[src/hw/rtl/b2r_pkg.sv]
`timescale 1ns / 1ps
`default_nettype none

package b2r_pkg;

  // Result status codes
  localparam logic [2:0] ST_PIXEL     = 3'd0;
  localparam logic [2:0] ST_OFFSCREEN = 3'd1;
  localparam logic [2:0] ST_NOT_BMP   = 3'd2;
  localparam logic [2:0] ST_BAD_DEPTH = 3'd3;
  localparam logic [2:0] ST_TOO_LARGE = 3'd4;
  localparam logic [2:0] ST_BAD_OFFSET = 3'd5;

  // Configuration register indexes
  localparam logic [1:0] CFG_ORIGIN_X      = 2'd0;
  localparam logic [1:0] CFG_ORIGIN_Y      = 2'd1;
  localparam logic [1:0] CFG_SCREEN_WIDTH  = 2'd2;
  localparam logic [1:0] CFG_SCREEN_HEIGHT = 2'd3;

  localparam logic [15:0] SCREEN_WIDTH_RST  = 16'd320;
  localparam logic [15:0] SCREEN_HEIGHT_RST = 16'd240;

  // Result queue between parser and formatter
  localparam int unsigned QDepth = 4;
  localparam int unsigned QAw    = $clog2(QDepth);

  typedef struct packed {
    logic [15:0] origin_x;
    logic [15:0] origin_y;
    logic [15:0] screen_width;
    logic [15:0] screen_height;
  } cfg_t;

  // One result as the parser leaves it: raw color bytes, column, row counted down from the top
  typedef struct packed {
    logic [2:0]  status;
    logic [7:0]  red;
    logic [7:0]  green;
    logic [7:0]  blue;
    logic [15:0] col;
    logic [15:0] row_down;
    logic        last;
  } rec_t;

endpackage

`default_nettype wire

[src/hw/rtl/b2r_front.sv]
`timescale 1ns / 1ps
`default_nettype none

module b2r_front (
  input  wire logic          clk,
  input  wire logic          rst,
  input  wire b2r_pkg::cfg_t cfg,
  input  wire logic          in_valid,
  output logic               in_ready,
  input  wire logic [7:0]    file_byte,
  input  wire logic          first_byte,
  output logic               push_valid,
  output b2r_pkg::rec_t      push_data,
  input  wire logic          push_ready
);
  import b2r_pkg::*;

  typedef enum logic [5:0] {
    PH_IDLE   = 6'b000001,
    PH_HEADER = 6'b000010,
    PH_SKIP   = 6'b000100,
    PH_PIXEL  = 6'b001000,
    PH_PAD    = 6'b010000,
    PH_DONE   = 6'b100000
  } phase_t;

  localparam logic [4:0] POS_SIG_B   = 5'd0;
  localparam logic [4:0] POS_SIG_M   = 5'd1;
  localparam logic [4:0] POS_OFS0    = 5'd10;
  localparam logic [4:0] POS_OFS1    = 5'd11;
  localparam logic [4:0] POS_OFS2    = 5'd12;
  localparam logic [4:0] POS_OFS3    = 5'd13;
  localparam logic [4:0] POS_WID0    = 5'd18;
  localparam logic [4:0] POS_WID1    = 5'd19;
  localparam logic [4:0] POS_WID2    = 5'd20;
  localparam logic [4:0] POS_WID3    = 5'd21;
  localparam logic [4:0] POS_HGT0    = 5'd22;
  localparam logic [4:0] POS_HGT1    = 5'd23;
  localparam logic [4:0] POS_HGT2    = 5'd24;
  localparam logic [4:0] POS_HGT3    = 5'd25;
  localparam logic [4:0] POS_DEPTH   = 5'd28;
  localparam logic [7:0] SIG_B       = 8'h42;
  localparam logic [7:0] SIG_M       = 8'h4D;
  localparam logic [7:0] DEPTH_24    = 8'd24;
  localparam logic [31:0] MIN_OFFSET = 32'd29;

  phase_t      phase, phase_eff, phase_next;
  logic [31:0] pos, pos_eff, pos_next;
  logic [31:0] offset, offset_eff, offset_next;
  logic [15:0] width, width_eff, width_next;
  logic [15:0] height, height_eff, height_next;
  logic [15:0] col, col_eff, col_next;
  logic [15:0] row_down, row_down_eff, row_down_next;
  logic [1:0]  bip, bip_eff, bip_next;
  logic [7:0]  blue, blue_eff, blue_next;
  logic [7:0]  green, green_eff, green_next;
  logic [1:0]  pad, pad_eff, pad_next;
  logic        big, big_eff, big_next;
  logic        emit;
  logic        err;
  logic [2:0]  err_code;
  logic [15:0] col_inc;
  logic [4:0]  hpos;
  logic        accept;
  rec_t        rec;

  assign in_ready   = push_ready;
  assign accept     = in_valid && push_ready;
  assign push_valid = accept && emit;
  assign push_data  = rec;

  always_comb begin
    // first_byte restarts the parse before the byte itself is handled
    phase_eff    = phase;
    pos_eff      = pos;
    offset_eff   = offset;
    width_eff    = width;
    height_eff   = height;
    col_eff      = col;
    row_down_eff = row_down;
    bip_eff      = bip;
    blue_eff     = blue;
    green_eff    = green;
    pad_eff      = pad;
    big_eff      = big;
    err          = 1'b0;
    err_code     = ST_PIXEL;
    emit         = 1'b0;
    rec          = '0;
    if (first_byte) begin
      phase_eff    = PH_HEADER;
      pos_eff      = '0;
      offset_eff   = '0;
      width_eff    = '0;
      height_eff   = '0;
      col_eff      = '0;
      row_down_eff = '0;
      bip_eff      = '0;
      blue_eff     = '0;
      green_eff    = '0;
      pad_eff      = '0;
      big_eff      = 1'b0;
      if (cfg.origin_x >= cfg.screen_width || cfg.origin_y >= cfg.screen_height) begin
        phase_eff = PH_DONE;
        err       = 1'b1;
        err_code  = ST_OFFSCREEN;
      end
    end

    phase_next    = phase_eff;
    pos_next      = pos_eff;
    offset_next   = offset_eff;
    width_next    = width_eff;
    height_next   = height_eff;
    col_next      = col_eff;
    row_down_next = row_down_eff;
    bip_next      = bip_eff;
    blue_next     = blue_eff;
    green_next    = green_eff;
    pad_next      = pad_eff;
    big_next      = big_eff;
    hpos          = pos_eff[4:0];
    col_inc       = col_eff + 16'd1;

    case (phase_eff)
      PH_HEADER: begin
        pos_next = pos_eff + 32'd1;
        case (hpos)
          POS_SIG_B: begin
            if (file_byte != SIG_B) begin
              err      = 1'b1;
              err_code = ST_NOT_BMP;
            end
          end
          POS_SIG_M: begin
            if (file_byte != SIG_M) begin
              err      = 1'b1;
              err_code = ST_NOT_BMP;
            end
          end
          POS_OFS0: offset_next[7:0]   = file_byte;
          POS_OFS1: offset_next[15:8]  = file_byte;
          POS_OFS2: offset_next[23:16] = file_byte;
          POS_OFS3: offset_next[31:24] = file_byte;
          POS_WID0: width_next[7:0]    = file_byte;
          POS_WID1: width_next[15:8]   = file_byte;
          POS_HGT0: height_next[7:0]   = file_byte;
          POS_HGT1: height_next[15:8]  = file_byte;
          POS_WID2, POS_WID3, POS_HGT2, POS_HGT3: begin
            if (file_byte != 8'd0) big_next = 1'b1;
          end
          POS_DEPTH: begin
            if (file_byte != DEPTH_24) begin
              err      = 1'b1;
              err_code = ST_BAD_DEPTH;
            end else if (big_eff) begin
              err      = 1'b1;
              err_code = ST_TOO_LARGE;
            end else if (offset_eff < MIN_OFFSET) begin
              err      = 1'b1;
              err_code = ST_BAD_OFFSET;
            end else if (width_eff == 16'd0 || height_eff == 16'd0) begin
              phase_next = PH_DONE;
            end else begin
              row_down_next = height_eff - 16'd1;
              if (pos_next == offset_eff) phase_next = PH_PIXEL;
              else phase_next = PH_SKIP;
            end
          end
          default: ;
        endcase
      end
      PH_SKIP: begin
        pos_next = pos_eff + 32'd1;
        if (pos_next == offset_eff) phase_next = PH_PIXEL;
      end
      PH_PIXEL: begin
        case (bip_eff)
          2'd0: begin
            blue_next = file_byte;
            bip_next  = 2'd1;
          end
          2'd1: begin
            green_next = file_byte;
            bip_next   = 2'd2;
          end
          default: begin
            bip_next     = 2'd0;
            emit         = 1'b1;
            rec.status   = ST_PIXEL;
            rec.red      = file_byte;
            rec.green    = green_eff;
            rec.blue     = blue_eff;
            rec.col      = col_eff;
            rec.row_down = row_down_eff;
            rec.last     = (row_down_eff == 16'd0) && (col_inc == width_eff);
            col_next     = col_inc;
            if (col_inc == width_eff) begin
              pad_next = width_eff[1:0];
              if (width_eff[1:0] == 2'd0) begin
                // end of row
                col_next = '0;
                if (row_down_eff == 16'd0) phase_next = PH_DONE;
                else row_down_next = row_down_eff - 16'd1;
              end else begin
                phase_next = PH_PAD;
              end
            end
          end
        endcase
      end
      PH_PAD: begin
        pad_next = pad_eff - 2'd1;
        if (pad_next == 2'd0) begin
          col_next = '0;
          if (row_down_eff == 16'd0) begin
            phase_next = PH_DONE;
          end else begin
            row_down_next = row_down_eff - 16'd1;
            phase_next    = PH_PIXEL;
          end
        end
      end
      default: ;
    endcase

    if (err) begin
      phase_next = PH_DONE;
      emit       = 1'b1;
      rec        = '0;
      rec.status = err_code;
    end
  end

  always_ff @(posedge clk) begin
    if (rst) begin
      phase <= PH_IDLE;
    end else if (accept) begin
      phase <= phase_next;
    end
  end

  always_ff @(posedge clk) begin
    if (accept) begin
      pos      <= pos_next;
      offset   <= offset_next;
      width    <= width_next;
      height   <= height_next;
      col      <= col_next;
      row_down <= row_down_next;
      bip      <= bip_next;
      blue     <= blue_next;
      green    <= green_next;
      pad      <= pad_next;
      big      <= big_next;
    end
  end

endmodule

`default_nettype wire

[src/hw/rtl/b2r_queue.sv]
`timescale 1ns / 1ps
`default_nettype none

module b2r_queue (
  input  wire logic          clk,
  input  wire logic          rst,
  input  wire logic          push_valid,
  input  wire b2r_pkg::rec_t push_data,
  output logic               push_ready,
  output logic               pop_valid,
  output b2r_pkg::rec_t      pop_data,
  input  wire logic          pop_ready
);
  import b2r_pkg::*;

  rec_t           mem [QDepth];
  logic [QAw-1:0] wr_ptr;
  logic [QAw-1:0] rd_ptr;
  logic [QAw:0]   count;
  logic           do_push;
  logic           do_pop;

  assign push_ready = (count != (QAw+1)'(QDepth));
  assign pop_valid  = (count != '0);
  assign pop_data   = mem[rd_ptr];
  assign do_push    = push_valid && push_ready;
  assign do_pop     = pop_valid && pop_ready;

  always_ff @(posedge clk) begin
    if (rst) begin
      wr_ptr <= '0;
      rd_ptr <= '0;
      count  <= '0;
    end else begin
      if (do_push) wr_ptr <= wr_ptr + QAw'(1);
      if (do_pop) rd_ptr <= rd_ptr + QAw'(1);
      if (do_push && !do_pop) count <= count + (QAw+1)'(1);
      else if (do_pop && !do_push) count <= count - (QAw+1)'(1);
    end
  end

  always_ff @(posedge clk) begin
    if (do_push) mem[wr_ptr] <= push_data;
  end

endmodule

`default_nettype wire

[src/hw/rtl/b2r_back.sv]
`timescale 1ns / 1ps
`default_nettype none

module b2r_back (
  input  wire logic          clk,
  input  wire logic          rst,
  input  wire logic [15:0]   origin_x,
  input  wire logic [15:0]   origin_y,
  input  wire logic          pop_valid,
  input  wire b2r_pkg::rec_t pop_data,
  output logic               pop_ready,
  output logic               out_valid,
  input  wire logic          out_ready,
  output logic [2:0]         status,
  output logic [15:0]        color565,
  output logic [16:0]        screen_x,
  output logic [16:0]        screen_y,
  output logic               last_pixel
);
  import b2r_pkg::*;

  logic is_pixel;

  assign pop_ready = !out_valid || out_ready;
  assign is_pixel  = (pop_data.status == ST_PIXEL);

  always_ff @(posedge clk) begin
    if (rst) begin
      out_valid <= 1'b0;
    end else if (pop_ready) begin
      out_valid <= pop_valid;
    end
  end

  // Error results carry zeros in every field but status
  always_ff @(posedge clk) begin
    if (pop_ready && pop_valid) begin
      status <= pop_data.status;
      if (is_pixel) begin
        color565   <= {pop_data.red[7:3], pop_data.green[7:2], pop_data.blue[7:3]};
        screen_x   <= {1'b0, origin_x} + {1'b0, pop_data.col};
        screen_y   <= {1'b0, origin_y} + {1'b0, pop_data.row_down};
        last_pixel <= pop_data.last;
      end else begin
        color565   <= '0;
        screen_x   <= '0;
        screen_y   <= '0;
        last_pixel <= 1'b0;
      end
    end
  end

endmodule

`default_nettype wire

[src/hw/rtl/bmp24_to_rgb565_stream_top.sv]
`timescale 1ns / 1ps
`default_nettype none

// Streaming 24-bit BMP to RGB565 decoder. Feed the file one byte per
// transaction on the input channel, with first_byte high on byte zero; that
// byte restarts parsing and checks the origin against the screen size. The
// block checks the "BM" signature, collects the pixel offset, width and height
// from the header, requires a depth of 24, skips to the pixel data and emits
// one result per B,G,R triple: color565 plus screen_x/screen_y, with rows
// placed bottom-up and last_pixel on the final pixel. Row padding and trailing
// bytes produce nothing. An error gives one result with a nonzero status and
// zeroed fields, after which the file is ignored until the next first_byte.
// Rate: one byte per cycle, sustained, as long as results are taken. The
// header parser in the front updates its state once per byte; a four-entry
// result queue and the output register of the formatter let the front keep
// taking bytes while a result waits. A result is queued, then registered.
// Write configuration only while the block is idle.

module bmp24_to_rgb565_stream_top (
  input  wire logic        clk,
  input  wire logic        rst,
  input  wire logic        cfg_we,
  input  wire logic [1:0]  cfg_index,
  input  wire logic [15:0] cfg_data,
  input  wire logic        in_valid,
  output logic             in_ready,
  input  wire logic [7:0]  file_byte,
  input  wire logic        first_byte,
  output logic             out_valid,
  input  wire logic        out_ready,
  output logic [2:0]       status,
  output logic [15:0]      color565,
  output logic [16:0]      screen_x,
  output logic [16:0]      screen_y,
  output logic             last_pixel
);
  import b2r_pkg::*;

  cfg_t cfg;
  logic push_valid;
  rec_t push_data;
  logic push_ready;
  logic pop_valid;
  rec_t pop_data;
  logic pop_ready;

  // Configuration registers, one write per enabled cycle
  always_ff @(posedge clk) begin
    if (rst) begin
      cfg.origin_x      <= '0;
      cfg.origin_y      <= '0;
      cfg.screen_width  <= SCREEN_WIDTH_RST;
      cfg.screen_height <= SCREEN_HEIGHT_RST;
    end else if (cfg_we) begin
      case (cfg_index)
        CFG_ORIGIN_X:      cfg.origin_x      <= cfg_data;
        CFG_ORIGIN_Y:      cfg.origin_y      <= cfg_data;
        CFG_SCREEN_WIDTH:  cfg.screen_width  <= cfg_data;
        CFG_SCREEN_HEIGHT: cfg.screen_height <= cfg_data;
        default: ;
      endcase
    end
  end

  // Front: parse the byte stream and classify each byte
  b2r_front u_front (
    .clk        (clk),
    .rst        (rst),
    .cfg        (cfg),
    .in_valid   (in_valid),
    .in_ready   (in_ready),
    .file_byte  (file_byte),
    .first_byte (first_byte),
    .push_valid (push_valid),
    .push_data  (push_data),
    .push_ready (push_ready)
  );

  // Queue: hold pending results so each side can stall on its own
  b2r_queue u_queue (
    .clk        (clk),
    .rst        (rst),
    .push_valid (push_valid),
    .push_data  (push_data),
    .push_ready (push_ready),
    .pop_valid  (pop_valid),
    .pop_data   (pop_data),
    .pop_ready  (pop_ready)
  );

  // Back: pack the color, place the pixel on screen, register the result
  b2r_back u_back (
    .clk        (clk),
    .rst        (rst),
    .origin_x   (cfg.origin_x),
    .origin_y   (cfg.origin_y),
    .pop_valid  (pop_valid),
    .pop_data   (pop_data),
    .pop_ready  (pop_ready),
    .out_valid  (out_valid),
    .out_ready  (out_ready),
    .status     (status),
    .color565   (color565),
    .screen_x   (screen_x),
    .screen_y   (screen_y),
    .last_pixel (last_pixel)
  );

endmodule

`default_nettype wire
[config.mk]
export PLATFORM = sky130hd
export DESIGN_NAME = bmp24_to_rgb565_stream_top
export DESIGN_NICKNAME = d
export VERILOG_FILES = /design/src/hw/rtl/b2r_pkg.sv /design/src/hw/rtl/b2r_front.sv /design/src/hw/rtl/b2r_queue.sv /design/src/hw/rtl/b2r_back.sv /design/src/hw/rtl/bmp24_to_rgb565_stream_top.sv
export SDC_FILE = /design/constraint.sdc
export NUM_CORES = 1
export LEC_CHECK = 0
export BUFFER_PORTS_ARGS = -buffer_cell sky130_fd_sc_hd__clkbuf_2
export CORE_MARGIN = 10
export CORE_UTILIZATION = 55
export CTS_CLUSTER_DIAMETER = 40
export DETAILED_ROUTE_END_ITERATION = 16
export PLACE_DENSITY_LB_ADDON = 0.05
export SYNTH_ARGS = -nofsm -noshare
export SYNTH_HDL_FRONTEND = slang
export SYNTH_SLANG_ARGS = --single-unit
[constraint.sdc]
create_clock -name clk -period 13.1 [get_ports clk]
set_input_delay 3.275 -clock clk [delete_from_list [all_inputs] [get_ports clk]]
set_output_delay 3.275 -clock clk [all_outputs]
set_load 0.005 [all_outputs]
* Word-level counts from Yosys, hierarchy flattened
Memories as Yosys holds them, arrays and structs flattened. A register that Yosys moved wholly into a read port is not among the register bits.
Index checks and enable logic that the tools add are counted.
** Storage, ports and cells
- Bits in registers :: 281
- RAM bits :: 240
- Word-level logic and storage cells :: 198
- Input bits :: 32
- Memories :: 1
- Output and inout bits :: 56
** Cells by class
- $lt $le $gt $ge :: 3
- Eq/ne operators :: 28
- Reductions and logical operators :: 32
- $add $sub $neg :: 11
- Mux-type cells :: 98
** Memory list
- u_queue.mem :: words 4, bits a word 60, rd ports 1, clocked after Yosys merged registers in 1, wr ports 1, RTL line b2r_queue.sv:16 : rec_t mem [QDepth];
** Operator list (number)
- two-way mux 16 bit :: 20
- two-way mux 32 bit :: 4
- two-way mux 60 bit :: 2
- two-way mux 8 bit :: 14
- two-way mux 6 bit :: 15
- two-way mux 57 bit :: 1
- zero test 16 bit :: 3
- one-hot mux 16 bit (3 select lines) :: 1
- equality test 5 bit (second input constant) :: 9
- adder 16 x 16 -> 17 bit :: 2
- adder 32 x 1 -> 32 bit (second input constant) :: 1
- equality test 32 bit :: 1
- greater-or-equal comparator 16 bit :: 2
- less-than comparator 32 x 5 -> 1 bit (second input constant) :: 1
- one-hot mux 16 bit (2 select lines) :: 1
- subtractor 16 x 1 -> 16 bit (second input constant) :: 2
- two-way mux 3 bit :: 9
- one-hot mux 6 bit (4 select lines) :: 1
- equality test 5 x 4 -> 1 bit (second input constant) :: 4
- two-way mux 1 bit :: 18
- adder 16 x 1 -> 16 bit (second input constant) :: 1
- equality test 16 bit :: 1
- != test 8 x 7 -> 1 bit (second input constant) :: 2
- two-way mux 2 bit :: 7
- other kinds (29) :: 50

* Depth between registers and ports, before layout
- Depth in word-level cells :: 16
- Depth in mapped cells :: 23
- Depth with buffers taken out :: 16

* Modules after synthesis
Synthesis repeated with hierarchy kept, for this count alone.
** Second synthesis, totals
- Cells, all modules :: 2389
- Area, all modules :: 27894.3 um^2
** By module, submodules not included
- b2r_front :: instances 1, cells an instance 1493, area an instance 12768.5 um^2
- b2r_queue :: instances 1, cells an instance 362, area an instance 9188.8 um^2
- b2r_back :: instances 1, cells an instance 295, area an instance 3354.5 um^2
- bmp24_to_rgb565_stream_top :: instances 1, cells an instance 239, area an instance 2582.5 um^2

* Least setup slack after synthesis
No wires, ideal clock.
- Path type :: in2reg
- From :: input in_valid
- To :: memory u_queue.mem[0][0] (netlist name), enable pin
- Stages on the path :: 4
- Path buffers :: 0
- Setup slack :: 4.726 ns
- Arrival time :: 7.959 ns
- Setup time :: 0.415 ns
- Data required time :: 12.685 ns
- Path through :: nand2_1 inv_1 o21a_1 and2_1
** Between the ends
- Longest elaborated chain between the ends :: 5
** Ends and longest elaborated chain
- start: declaration :: RTL line bmp24_to_rgb565_stream_top.sv:25 : input wire logic in_valid,
- logical AND 1 bit :: RTL line b2r_front.sv:68 : assign accept = in_valid && push_ready;
- net u_front.accept :: RTL line b2r_front.sv:64 : logic accept;
- logical AND 1 bit :: RTL line b2r_front.sv:69 : assign push_valid = accept && emit;
- logical AND 1 bit :: RTL line b2r_queue.sv:26 : assign do_push = push_valid && push_ready;
- net u_queue.do_push :: RTL line b2r_queue.sv:20 : logic do_push;
- two-way mux 1 bit :: RTL line b2r_queue.sv:43 : if (do_push) mem[wr_ptr] <= push_data;
- two-way mux 1 bit (not written as such) :: RTL line b2r_queue.sv:43
- end: declaration :: RTL line b2r_queue.sv:16
The timed path passes the listed nets, and every way through them passes these cells.

* Worst setup path in the final report
- From :: input first_byte
- To :: register u_queue.count[2]
** Between the ends
- Longest elaborated chain between the ends :: 13
- Elaborated cells between the ends (all ways) :: 32
- Those cells by class :: 1 x order compare; 5 x eq/ne; 17 x mux; 9 x reduce/logical
** Ends and longest elaborated chain
- start: declaration :: RTL line bmp24_to_rgb565_stream_top.sv:28 : input wire logic first_byte,
- two-way mux 32 bit :: RTL line b2r_front.sv:90 : if (first_byte) begin
- less-than comparator 32 x 5 -> 1 bit :: RTL line b2r_front.sv:159 : end else if (offset_eff < MIN_OFFSET) begin
- two-way mux 1 bit :: RTL line b2r_front.sv:159
- two-way mux 1 bit :: RTL line b2r_front.sv:156 : end else if (big_eff) begin
- two-way mux 1 bit :: RTL line b2r_front.sv:153 : if (file_byte != DEPTH_24) begin
- one-hot mux 1 bit (3 select lines) :: RTL line b2r_front.sv:128 : case (hpos)
- two-way mux 1 bit :: RTL line b2r_front.sv:125 : case (phase_eff)
- two-way mux 1 bit * :: RTL line b2r_front.sv:227 : if (err) begin
- logical AND 1 bit * :: RTL line b2r_front.sv:69
- logical AND 1 bit * :: RTL line b2r_queue.sv:26
- net u_queue.do_push :: RTL line b2r_queue.sv:20
- zero test 1 bit :: RTL line b2r_queue.sv:38 : else if (do_pop && !do_push) count <= count - (QAw+1)'(1);
- logical AND 1 bit :: RTL line b2r_queue.sv:38
- nonzero test 2 bit (no source line)
- end signal: assignment :: RTL line b2r_queue.sv:37 : if (do_push && !do_pop) count <= count + (QAw+1)'(1);
- end signal: assignment :: RTL line b2r_queue.sv:38
- end: declaration :: RTL line b2r_queue.sv:19 : logic [QAw:0] count;
Mark *: on every way through the listed nets, which the timed path passes. The rest lies on a longest branch.
A chain may end at the register's enable or synchronous reset.

==> flow_metrics.tcl <==
set metrics [dict create \
    status "finished, final reports clean" \
    timing.final.crit_share_pct 54.1 \
    synth_ff_type "edfxtp_1" \
    hold_viol 0 \
    synth_common_cells "406 x edfxtp_1, 310 x nand2_1, 187 x nor2_1, 143 x a21oi_1, 129 x o21ai_0" \
    num-nets-final 2529 \
    final_cells 3075 \
    fp.dieArea_mm2 0.0552 \
    initial_utilization_pct 55.8 \
    antenna_found_initial 1 \
    wl_met2_um 31000 \
    yosysMostFrequentCell "edfxtp_1" \
    maxSlewHeadroom_pct 23.0 \
    path_class "input port to flip-flop" \
    crit_path_end_kind "flip-flop" \
    synthCells 2350 \
    drc_errors 0 \
    p_leak_nw 10.7 \
    drt_iter0_drc 1638 \
    synth_area_mm2 0.0254 \
    clock_latency_ps 610 \
    dp_hpwl_um 45300 \
    crit_slowest_cell "buf_4" \
    cts_made_buffers 76 \
    synth_largest_area_cell "edfxtp_1" \
    required_ps 13620 \
    r2r_cells 13 \
    holdPathStages 2 \
    worst_pin_slew_ps 1150 \
    grt_pass1_wl_um 104000 \
    hp-class "flip-flop to flip-flop" \
    ys_seq_area_share_pct 54.3 \
    yosysWarnings 0 \
    grt_use_total_pct 23.5 \
    postLayoutCellArea_mm2 0.0289 \
    fin_setup_tns_ps 0 \
    avgSynthCellArea_um2 10.8 \
    wl_met3_um 4160 \
    dpl_cell_area_mm2 0.0263 \
    die_w_um 235 \
    vias_per_cell 6.11 \
    synth_edf_count 406 \
    critPathLaunchType "input port" \
    setup_viol 0 \
    cts_tree "done" \
    yosysTopAreaCellShare_pct 48.0 \
    fmax_ghz 0.141 \
    clkSinkCount 486 \
    grt_pass1_vias 18347 \
    met1_length_um 29000 \
    boundaryPins 88 \
    layout-drive-gt1-share_pct 13.4 \
    chipHeight_um 235 \
    cts_resized 0 \
    via_count 18803 \
    dp_slack_ps 5410 \
    rsz0062_at_grt "no" \
    finalCriticalPeriod_ps 7080 \
    p_per_area_mw_per_mm2 179 \
    core.rowCount 78 \
    holdWs_ps 456 \
    cp_common_cell "buf_4" \
    synth_fp_nets 2464 \
    drv_cap 0 \
    cp_cell_sequence "buf_4 -> inv_2 -> buf_4 -> buf_4 -> and4_1 -> nand2_1 -> a21oi_1 -> a211oi_1 -> o21ai_0 -> o21a_1 -> ha_1 -> inv_1 -> fa_1 -> xor2_1 -> or3_1 -> a21oi_1" \
    hold_buffers 0 \
    setup_ws_ps 6020 \
    io_buffers 87 \
    finalPower_mw 5.16 \
    routabilityCongestion 0.927 \
    crit_arrival_ps 7610 \
    drtAntennaViolNets 0 \
    fin_worst_skew_ps 18.2 \
    utilization_pct 63.3 \
    peakVddDrop_uv 121 \
    synthTopCellsByArea "edfxtp_1 48%, dfxtp_1 6.3%, mux4_2 4.6%, nand2_1 4.6%, ha_1 3.9%" \
    wl_um 66400 \
    firstDrtPassIters 7 \
    ys_ff_latch 486 \
    synth_cell_types 85 \
    clkSlewWorstSetupHoldPaths_ps 60 \
    critPathMaxFanout 67 \
    placedCellCount 2937 \
    core_mm2 0.0456 \
    highest_layer "met4" \
    cts_max_level 3 \
    grt_max_degree 97 \
    wire_per_inst_um 21.6 \
    cts_setup_buffers 0 \
    cts_root_buf "clkbuf_16" \
    synthToLayoutAreaGrowth_pct 13.6 \
    cpPeakStageDelay_ps 650 \
    grt_overflow_total 0 \
    cts_buffer_depth 3 \
    slew_viol_final 0 \
    synthArstFlopShare_pct 0 \
]
[state kept, by name (all words and copies together), names as in the netlist, 5 cells and up, named ones only]
name / count
u_front.col: 16
u_front.row_down: 16
u_front.height: 16
u_front.pos: 32
u_front.blue: 5
u_back.screen_x: 17
u_front.width: 16
u_back.color565: 16
cfg: 64
u_back.screen_y: 17
u_front.green: 6
u_front.offset: 32
u_front.phase: 6
u_queue.mem: 208
[per-layer routing]
layer / GRT usage [%] / up-vias
li1: - / 8823
met1: 31.7 / 9195
met2: 37.1 / 648
met3: 4.48 / 137
met4: 9.04 / 0
met5: 0 / -
[cells in the final DEF (no fill, tap or decap), types with 11 or more instances in the layout]
master and n:
o211ai_1 11, buf_4 27, inv_6 13, nor2b_1 54, inv_1 86, mux4_2 52
clkbuf_16 78, xor2_1 45, nand4_1 36, nand3_1 76, dfxtp_1 78, a21oi_1 142
nand2b_1 11, clkbuf_2 86, xnor2_1 97, and3_1 60, nor2_1 186, a31oi_1 14
a21o_1 19, nor4_1 27, and2_1 12, o21ai_0 129, nor3b_1 11, o31ai_1 11
or3_1 13, nand2_1 310, o22ai_1 19, nor3_1 59, edfxtp_1 406, ha_1 79
[where the power goes]
group | switching, mW | leakage [nW] | internal (mW)
registers | 0.187 | 4.76 | 1.96
logic | 0.605 | 4.67 | 0.423
clock network | 0.737 | 1.23 | 1.24
[worst max-delay path: cells and delay by family]
family / cells / cell delay [ps]
AOI/OAI and AO/OA: 5 / 1100
xor gates and xnor gates: 1 / 180
and+or+nand+nor: 3 / 750
buffers and inverters: 5 / 1590
adders and majority gates: 2 / 620
[path summary, 6_finish.rpt]
check	start	to	slack, ps
max	first_byte	u_queue.count[2]	6020
max reg2reg	flip-flop	u_back.screen_x[15]	8320
min reg2reg	cfg[11]	cfg[11]	460
min	cfg[11]	cfg[11]	460
[cells by family (layout without fill, tap and decap cells)]
family                   count (synthesis)  in the layout  synth area share [%]
XOR/XNOR                               142            142                  4.89
AO/OA/AOI/OAI                          447            447                  10.8
adder cells (fa/ha/maj)                 83             83                  4.16
multiplexers                            59             59                  4.90
AND/OR/NAND/NOR                        919            919                  17.7
flip-flops                             486            486                  54.3
other                                    0              1                     0
buffers and inverters                  214            338                  3.24
[cell type report]
| type | instances | area (um2) |
|---|---|---|
| antenna | 1 | 2.50 |
| clock buffer | 89 | 2030 |
| clock inverter | 48 | 493 |
| fill | 3624 | 16700 |
| inverter | 88 | 335 |
| multi-input combinational | 1650 | 10800 |
| sequential | 486 | 13800 |
| tap | 600 | 751 |
| timing repair buffer | 113 | 633 |
Note: power is estimated with default switching activity, not from simulation.
